<file path="src/hdl/shs_pkg.sv">
package shs_pkg;

	typedef logic [31:0] word_t;
	typedef word_t [7:0] chain_t;
	typedef word_t [15:0] win_t;

	typedef enum logic [5:0] {
		ST_IDLE  = 6'b000001,
		ST_BYTES = 6'b000010,
		ST_PAD   = 6'b000100,
		ST_COMP  = 6'b001000,
		ST_FOLD  = 6'b010000,
		ST_OUT   = 6'b100000
	} state_t;

	localparam logic MODE_SHA1   = 1'b0;
	localparam logic MODE_SHA256 = 1'b1;

	localparam logic [6:0] LAST_RND_SHA1   = 7'd79;
	localparam logic [6:0] LAST_RND_SHA256 = 7'd63;
	localparam logic [2:0] LAST_OUT_SHA1   = 3'd4;
	localparam logic [2:0] LAST_OUT_SHA256 = 3'd7;

	localparam logic [7:0] PAD_BYTE = 8'h80;

	localparam word_t K1_0 = 32'h5a827999;
	localparam word_t K1_1 = 32'h6ed9eba1;
	localparam word_t K1_2 = 32'h8f1bbcdc;
	localparam word_t K1_3 = 32'hca62c1d6;

	localparam word_t K256 [64] = '{
		32'h428a2f98, 32'h71374491, 32'hb5c0fbcf, 32'he9b5dba5,
		32'h3956c25b, 32'h59f111f1, 32'h923f82a4, 32'hab1c5ed5,
		32'hd807aa98, 32'h12835b01, 32'h243185be, 32'h550c7dc3,
		32'h72be5d74, 32'h80deb1fe, 32'h9bdc06a7, 32'hc19bf174,
		32'he49b69c1, 32'hefbe4786, 32'h0fc19dc6, 32'h240ca1cc,
		32'h2de92c6f, 32'h4a7484aa, 32'h5cb0a9dc, 32'h76f988da,
		32'h983e5152, 32'ha831c66d, 32'hb00327c8, 32'hbf597fc7,
		32'hc6e00bf3, 32'hd5a79147, 32'h06ca6351, 32'h14292967,
		32'h27b70a85, 32'h2e1b2138, 32'h4d2c6dfc, 32'h53380d13,
		32'h650a7354, 32'h766a0abb, 32'h81c2c92e, 32'h92722c85,
		32'ha2bfe8a1, 32'ha81a664b, 32'hc24b8b70, 32'hc76c51a3,
		32'hd192e819, 32'hd6990624, 32'hf40e3585, 32'h106aa070,
		32'h19a4c116, 32'h1e376c08, 32'h2748774c, 32'h34b0bcb5,
		32'h391c0cb3, 32'h4ed8aa4a, 32'h5b9cca4f, 32'h682e6ff3,
		32'h748f82ee, 32'h78a5636f, 32'h84c87814, 32'h8cc70208,
		32'h90befffa, 32'ha4506ceb, 32'hbef9a3f7, 32'hc67178f2
	};

	function automatic word_t rotr(word_t x, int n);
		return (x >> n) | (x << (32 - n));
	endfunction

	function automatic word_t rotl(word_t x, int n);
		return (x << n) | (x >> (32 - n));
	endfunction

	function automatic chain_t init_chain(logic mode);
		chain_t c;
		if (mode == MODE_SHA256) begin
			c[0] = 32'h6a09e667; c[1] = 32'hbb67ae85;
			c[2] = 32'h3c6ef372; c[3] = 32'ha54ff53a;
			c[4] = 32'h510e527f; c[5] = 32'h9b05688c;
			c[6] = 32'h1f83d9ab; c[7] = 32'h5be0cd19;
		end else begin
			c[0] = 32'h67452301; c[1] = 32'hEFCDAB89;
			c[2] = 32'h98BADCFE; c[3] = 32'h10325476;
			c[4] = 32'hC3D2E1F0; c[5] = '0;
			c[6] = '0;           c[7] = '0;
		end
		return c;
	endfunction

endpackage

</file>
<file path="src/hdl/shs_round.sv">
module shs_round (
	input  logic            mode,
	input  logic [6:0]      rnd,
	input  shs_pkg::chain_t st_in,
	input  shs_pkg::win_t   win,
	output shs_pkg::chain_t st_out,
	output shs_pkg::word_t  w_new
);
	import shs_pkg::*;

	word_t f1, k1, t1, t2, s0, s1, x, y, ch, maj, t;

	always_comb begin
		st_out = st_in;
		if (mode == MODE_SHA256) begin
			s0 = rotr(win[1], 7) ^ rotr(win[1], 18) ^ (win[1] >> 3);
			s1 = rotr(win[14], 17) ^ rotr(win[14], 19) ^ (win[14] >> 10);
			w_new = s1 + win[9] + s0 + win[0];
			x = st_in[4];
			y = st_in[0];
			ch = (x & st_in[5]) ^ (~x & st_in[6]);
			maj = (y & st_in[1]) ^ (y & st_in[2]) ^ (st_in[1] & st_in[2]);
			t1 = st_in[7] + (rotr(x, 6) ^ rotr(x, 11) ^ rotr(x, 25)) + ch
				+ K256[rnd[5:0]] + win[0];
			t2 = (rotr(y, 2) ^ rotr(y, 13) ^ rotr(y, 22)) + maj;
			f1 = '0; k1 = '0; t = '0;
			st_out[7] = st_in[6];
			st_out[6] = st_in[5];
			st_out[5] = st_in[4];
			st_out[4] = st_in[3] + t1;
			st_out[3] = st_in[2];
			st_out[2] = st_in[1];
			st_out[1] = st_in[0];
			st_out[0] = t1 + t2;
		end else begin
			s0 = '0; s1 = '0; x = '0; y = '0; ch = '0; maj = '0; t1 = '0; t2 = '0;
			w_new = rotl(win[13] ^ win[8] ^ win[2] ^ win[0], 1);
			if (rnd < 7'd20) begin
				f1 = (st_in[1] & st_in[2]) ^ (~st_in[1] & st_in[3]);
				k1 = K1_0;
			end else if (rnd < 7'd40) begin
				f1 = st_in[1] ^ st_in[2] ^ st_in[3];
				k1 = K1_1;
			end else if (rnd < 7'd60) begin
				f1 = (st_in[1] & st_in[2]) ^ (st_in[1] & st_in[3])
					^ (st_in[2] & st_in[3]);
				k1 = K1_2;
			end else begin
				f1 = st_in[1] ^ st_in[2] ^ st_in[3];
				k1 = K1_3;
			end
			t = rotl(st_in[0], 5) + f1 + st_in[4] + k1 + win[0];
			st_out[4] = st_in[3];
			st_out[3] = st_in[2];
			st_out[2] = rotl(st_in[1], 30);
			st_out[1] = st_in[0];
			st_out[0] = t;
		end
	end

endmodule

</file>
<file path="src/hdl/sha1_sha256_hash_engine.sv">
// SHA-1 / SHA-256 streaming hash engine.
// Input stream s_*: one message word per transfer, bytes big-endian. tlast marks
// the final word of a message; the byte count (0..4, larger counts act as 4)
// says how many leading bytes are valid. Short words may appear mid-message.
// Config channel cfg_*: one bit, 0 = SHA-1, 1 = SHA-256. A write abandons any
// message in progress and restarts with the new mode. cfg_ready is high only
// while idle; an offered config write takes precedence over input.
// Output stream m_*: 5 (SHA-1) or 8 (SHA-256) digest words after the last input
// word, first word first, tlast on the final word.
// Flow: an accepted input word writes its valid bytes into the block buffer one
// per cycle, held while a full block is compressed, and is then closed. Each
// full 64-byte block runs 80 (SHA-1) or 64 (SHA-256) rounds through the single
// shared round unit, then folds into the chaining words. Padding bytes go in
// the same way and add one or two blocks. s_tready is high only when idle and no
// config write is offered. The digest words are held until taken; a stalled
// receiver simply holds the engine in the output phase.
// Reset selects SHA-256 with its initial hash values and an empty message.
module sha1_sha256_hash_engine (
	input  logic        clk,
	input  logic        arst_n,
	input  logic        s_tvalid,
	output logic        s_tready,
	input  logic [39:0] s_tdata,   // data_word[31:0], byte_count[34:32], zero[39:35]
	input  logic        s_tlast,   // is_last
	output logic        m_tvalid,
	input  logic        m_tready,
	output logic [31:0] m_tdata,   // digest_word[31:0]
	output logic        m_tlast,   // digest_done
	input  logic        cfg_valid,
	output logic        cfg_ready,
	input  logic        cfg_data   // hash_mode
);
	import shs_pkg::*;

	state_t     state_q, ret_q;
	logic       mode_q;
	chain_t     chain_q, work_q, work_next;
	win_t       w_q;
	word_t      w_new;
	logic [5:0] fill_q;
	logic [63:0] bits_q;
	logic [31:0] word_q;
	logic [2:0] left_q;
	logic       last_q, first_q, len_q, pad_done_q;
	logic [2:0] len_idx_q, out_idx_q;
	logic [6:0] rnd_q;

	logic       wr_en;
	logic [7:0] wr_byte;
	logic [6:0] last_rnd;
	logic [2:0] last_out;
	logic [2:0] in_cnt;
	logic       out_xfer;

	shs_round u_round (
		.mode  (mode_q),
		.rnd   (rnd_q),
		.st_in (work_q),
		.win   (w_q),
		.st_out(work_next),
		.w_new (w_new)
	);

	assign s_tready  = (state_q == ST_IDLE) && !cfg_valid;
	assign cfg_ready = (state_q == ST_IDLE);
	assign m_tvalid  = (state_q == ST_OUT);
	assign m_tdata   = chain_q[out_idx_q];
	assign last_rnd  = mode_q ? LAST_RND_SHA256 : LAST_RND_SHA1;
	assign last_out  = mode_q ? LAST_OUT_SHA256 : LAST_OUT_SHA1;
	assign m_tlast   = (out_idx_q == last_out);
	assign out_xfer  = m_tvalid && m_tready;
	assign in_cnt    = (s_tdata[34:32] > 3'd4) ? 3'd4 : s_tdata[34:32];

	always_comb begin
		wr_en = 1'b0;
		wr_byte = word_q[31:24];
		unique case (state_q)
			ST_BYTES: wr_en = (left_q != 3'd0);
			ST_PAD: begin
				wr_en = 1'b1;
				if (len_q)
					wr_byte = bits_q[{~len_idx_q, 3'b000} +: 8];
				else if (first_q)
					wr_byte = PAD_BYTE;
				else
					wr_byte = 8'h00;
			end
			ST_IDLE, ST_COMP, ST_FOLD, ST_OUT: wr_en = 1'b0;
			default: wr_en = 1'b0;
		endcase
	end

	// block buffer doubles as the message schedule window
	always_ff @(posedge clk) begin
		if (wr_en)
			w_q[fill_q[5:2]][{~fill_q[1:0], 3'b000} +: 8] <= wr_byte;
		else if (state_q == ST_COMP)
			w_q <= {w_new, w_q[15:1]};
	end

	always_ff @(posedge clk) begin
		if (s_tvalid && s_tready)
			word_q <= s_tdata[31:0];
		else if (state_q == ST_BYTES && wr_en)
			word_q <= {word_q[23:0], 8'h00};
		if (state_q == ST_COMP)
			work_q <= work_next;
		else
			work_q <= chain_q;
	end

	always_ff @(posedge clk or negedge arst_n) begin
		if (!arst_n) begin
			state_q    <= ST_IDLE;
			ret_q      <= ST_BYTES;
			mode_q     <= MODE_SHA256;
			chain_q    <= init_chain(MODE_SHA256);
			fill_q     <= '0;
			bits_q     <= '0;
			left_q     <= '0;
			last_q     <= 1'b0;
			first_q    <= 1'b0;
			len_q      <= 1'b0;
			pad_done_q <= 1'b0;
			len_idx_q  <= '0;
			out_idx_q  <= '0;
			rnd_q      <= '0;
		end else begin
			if (wr_en) begin
				fill_q <= fill_q + 6'd1;
				if (fill_q == 6'd63) begin
					ret_q   <= state_q;
					state_q <= ST_COMP;
					rnd_q   <= '0;
				end
			end
			unique case (state_q)
				ST_IDLE: begin
					if (cfg_valid) begin
						mode_q  <= cfg_data;
						chain_q <= init_chain(cfg_data);
						fill_q  <= '0;
						bits_q  <= '0;
					end else if (s_tvalid) begin
						left_q  <= in_cnt;
						last_q  <= s_tlast;
						state_q <= ST_BYTES;
					end
				end
				ST_BYTES: begin
					if (left_q != 3'd0) begin
						left_q <= left_q - 3'd1;
						bits_q <= bits_q + 64'd8;
					end else if (last_q) begin
						state_q    <= ST_PAD;
						first_q    <= 1'b1;
						len_q      <= 1'b0;
						len_idx_q  <= '0;
						pad_done_q <= 1'b0;
					end else begin
						state_q <= ST_IDLE;
					end
				end
				ST_PAD: begin
					first_q <= 1'b0;
					if (len_q) begin
						len_idx_q <= len_idx_q + 3'd1;
						if (len_idx_q == 3'd7)
							pad_done_q <= 1'b1;
					end else if (fill_q == 6'd55) begin
						len_q <= 1'b1;
					end
				end
				ST_COMP: begin
					rnd_q <= rnd_q + 7'd1;
					if (rnd_q == last_rnd)
						state_q <= ST_FOLD;
				end
				ST_FOLD: begin
					for (int i = 0; i < 8; i++)
						chain_q[i] <= chain_q[i] + work_q[i];
					if (pad_done_q) begin
						state_q   <= ST_OUT;
						out_idx_q <= '0;
					end else begin
						state_q <= ret_q;
					end
				end
				ST_OUT: begin
					if (out_xfer) begin
						out_idx_q <= out_idx_q + 3'd1;
						if (m_tlast) begin
							chain_q    <= init_chain(mode_q);
							fill_q     <= '0;
							bits_q     <= '0;
							pad_done_q <= 1'b0;
							state_q    <= ST_IDLE;
						end
					end
				end
				default: state_q <= ST_IDLE;
			endcase
		end
	end

`ifndef SYNTH
	a_no_overlap: assert property (@(posedge clk) disable iff (!arst_n)
		!(s_tready && m_tvalid))
		else $error("input ready while digest pending");

	a_rnd_range: assert property (@(posedge clk) disable iff (!arst_n)
		(state_q == ST_COMP) |-> (rnd_q <= last_rnd))
		else $error("round counter past last round");

	a_restart: assert property (@(posedge clk) disable iff (!arst_n)
		(out_xfer && m_tlast) |=> (fill_q == 6'd0 && bits_q == 64'd0 && state_q == ST_IDLE))
		else $error("engine not re-initialized after digest");

	a_comp_on_full: assert property (@(posedge clk) disable iff (!arst_n)
		(wr_en && fill_q == 6'd63) |=> (state_q == ST_COMP && rnd_q == 7'd0))
		else $error("full block not compressed");
`endif

endmodule
</file>
<file path="config.mk">
export PLATFORM = sky130hd
export DESIGN_NAME = sha1_sha256_hash_engine
export DESIGN_NICKNAME = d
export VERILOG_FILES = /design/src/hdl/shs_pkg.sv /design/src/hdl/shs_round.sv /design/src/hdl/sha1_sha256_hash_engine.sv
export SDC_FILE = /design/constraint.sdc
export NUM_CORES = 2
export LEC_CHECK = 0
export BUFFER_PORTS_ARGS = -buffer_cell sky130_fd_sc_hd__buf_2
export CAP_MARGIN = 20
export CORE_ASPECT_RATIO = 0.8
export CORE_MARGIN = 3
export CORE_UTILIZATION = 35
export CTS_CLUSTER_DIAMETER = 60
export DETAILED_ROUTE_END_ITERATION = 7
export PLACE_DENSITY = 0.54
export SYNTH_ARGS = -nofsm -noshare
export SYNTH_HDL_FRONTEND = slang
export SYNTH_SLANG_ARGS = --single-unit
</file>
<file path="constraint.sdc">
create_clock -name clk -period 11.56 [get_ports clk]
set_input_delay 1.734 -clock clk [delete_from_list [all_inputs] [get_ports clk]]
set_output_delay 1.734 -clock clk [all_outputs]
set_load 0.05 [all_outputs]
</file>
==> flow_summary_export.csv <==
group,metric,value,unit
clock_tree,hold_buffers,0,
global_route,grt-ovfl-total,0,
yosys,syn_area_per_cell,9.33,sq um
yosys,synth_fa_ha_area_frac,0.144,
clock_tree,clock_sinks,1156,
worst_setup_path,cpPeakStageDelay,0.75,ns
sta,finalMaxSlewViolations,0,
detailed_routing,drt_iter0_drc,7404,
global_route,grt_max_degree,213,
yosys,ys_top_cells_by_area,"edfxtp_1, fa_1, nand2_1",
yosys,syn_inst,9064,
yosys,ys_types,112,
global_route,first_global_vias,67100,
place,dpl.cell_count,12000,
floorplan,start_util,0.354,
yosys,async_flop_share,0.308,
detailed_routing,wirelength,317000,um
detailed_routing,route.detailed.drc,0,
detailed_routing,avgRoutedWirePerCell,25.8,um
worst_setup_path,worstSetupEndpointType,"flop",
detailed_routing,firstDrtPassIters,6,
clock_tree,cts_tree,"yes",
global_route,grt_pass1_wl,460000,um
place,portBuffers,77,
detailed_routing,top_layer_used,"met5",
clock_tree,numCtsBuffers,150,
clock_tree,cts_buffer_depth,4,
sta,rsz0062_at_grt,"false",
final_layout,stdcell_count,12300,
final_layout,drive_gt1_frac,0.0919,
yosys,ys.flop_type,"edfxtp_1",
yosys,synth-xor-area-share,0.0838,
yosys,synth_top_area_share,0.227,
floorplan,dieWidth,555,um
detailed_routing,met2WireLength,135000,um
clock_tree,cts_max_level,4,
yosys,ys_seq_area_frac,0.373,
worst_setup_path,cp_slowest_cell,"dfrtp_2",
final_layout,fin_nets,9818,
final_layout,fin_util,0.390,
place,gp_congestion,0.970,
yosys,synth-simple-area-share,0.135,
sta,fin_crit_sh,0.861,
yosys,synth_nets,9894,
floorplan,io_pins,83,
worst_setup_path,worst_ep_required_time,12.25,ns
global_route,grtUsageTotal,0.249,
floorplan,die_h,446,um
worst_hold_path,hold_path.class,"flop to flop",
worst_setup_path,worst_path_most_repeated_cell,"fa_1",
sta,skew,0.0785,ns
final_layout,area_growth,10.3,%
clock_tree,clockRootBuffer,"clkbuf_16",
sta,fmax,100,MHz
yosys,synth_mux_area_frac,0.0476,
sta,setup_viol,0,
detailed_routing,vias,70300,
place,hpwl,236000,um
worst_setup_path,cp_max_fo,34,
yosys,ys_warn_count,0,
yosys,synth_top_area_cell,"edfxtp_1",
clock_tree,cts-resized-gates,0,
worst_setup_path,start_kind,"flop",
yosys,synthesis.area,84500,sq um
yosys,synth_edf_count,640,
status,outcome,"completed",
sta,finalSetupTns,0,ns
floorplan,rows,160,
detailed_routing,via_per_inst,5.73,
sta,hold_violations,0,
floorplan,die_area,247000,sq um
global_route,antenna_found_initial,24,
worst_setup_path,crit_arrival,10.64,ns
clock_tree,clk_pin_slew,0.06,ns
yosys,synth_common_cells,"nand2_1, o21ai_0, edfxtp_1",
flow_run,drv_cap,0,
yosys,ys_seq_elements,1156,
floorplan,core_area,239000,sq um
sta,period_minus_slack,9.95,ns
yosys,yosysMostFrequentCell,"nand2_1",
sta,relSlewSlack,0.146,
yosys,synth_top_family_by_area,"compound AO/OA/AOI/OAI gates",
sta,worst_pin_slew,1.28,ns
worst_setup_path,worst-setup-path-type,"flop to flop",
clock_tree,clk_latency,0.84,ns
yosys,synth-compound-area-share,0.174,
detailed_routing,postRouteAntennaNets,0,
clock_tree,cts_setup_buffers,0,
detailed_routing,met1_length,143000,um
detailed_routing,wl_met3,27900,um
[layer usage]
metal	up-vias	GRT usage
met5	-	0
met4	4	0.0763
met3	447	0.0417
met2	3145	0.370
met1	35000	0.367
li1	31800	-
[worst max-delay path, delay by kind of cell (launching register included)]
| family | cells | cell delay (ns) |
|---|---|---|
| AO/OA/AOI/OAI | 16 | 4.26 |
| XOR/XNOR | 1 | 0.24 |
| adder cells (fa/ha/maj) | 7 | 2.91 |
| buffers and inverters | 6 | 0.93 |
| flip-flops | 1 | 0.75 |
| AND/OR/NAND/NOR | 5 | 0.72 |
[worst paths after layout]
check / to / from / cells after the start / slack, ns
setup / recovery: work_q[24] / rnd_q[3] / 35 / 1.61
hold / removal: ret_q[1] / ret_q[1] / 2 / 0.47
setup reg to reg: work_q[24] / rnd_q[3] / 35 / 1.61
hold reg to reg: ret_q[1] / ret_q[1] / 2 / 0.47
max in group asynchronous: bits_q[40] / arst_n / 3 / 8.41
min in group asynchronous: chain_q[36] / arst_n / 1 / 0.97
[stage by stage]
stage	hold WS, ns	area [sq um]	setup slack (ns)
after floorplan	0.430	84500	2.99
after global placement	0.450	88400	1.76
after detailed placement	0.460	88400	1.88
after CTS	0.468	93200	1.83
after global routing	0.488	93200	1.23
final	0.467	93200	1.61
[cells by family (layout without fill, tap and decap cells)]
| logic type | after synthesis | after routing |
|---|---|---|
| xor gates and xnor gates | 807 | 807 |
| other | 0 | 8 |
| buffers and inverters | 942 | 978 |
| adders and majority gates | 783 | 783 |
| AOI/OAI and AO/OA | 2417 | 2417 |
| and+or+nand+nor | 2668 | 2668 |
| muxes | 291 | 291 |
| DFF | 1156 | 1156 |
[registers in the layout, summed over array words and instances, names as in the netlist, 3 cells and up]
signal	flops
bits_q	61
chain_q	256
fill_q	6
left_q	3
len_idx_q	3
out_idx_q	3
ret_q	6
rnd_q	7
state_q	6
w_q	512
word_q	32
work_q	256
[cell usage in the layout, fill, tap and decap left out, types with 128 or more instances in the layout]
master,netlist,final
a21oi_1,464,464
o21ai_0,1016,1012
clkbuf_16,0,153
dfrtp_1,217,212
a21o_1,201,201
nand2_1,1638,1636
dfxtp_1,160,160
inv_1,476,474
nor2_1,419,416
dfstp_2,139,138
nand3_1,128,128
ha_1,468,468
buf_4,1,142
edfxtp_1,640,640
fa_1,315,315
xor2_1,319,319
mux2i_1,135,135
xnor2_1,487,487
[final cells by class]
| type | instances | area, sq um |
|---|---|---|
| fill | 23700 | 146000 |
| multi-input combinational | 6966 | 49500 |
| sequential | 1156 | 31500 |
| clock buffer | 191 | 4070 |
| tap | 3159 | 3950 |
| inverter | 484 | 1820 |
| timing repair buffer | 230 | 1660 |
| clock inverter | 73 | 662 |
| antenna | 8 | 20.0 |
Power is not shown: default switching activity piles up to over one toggle a cycle in this logic, so the estimate is an artifact.
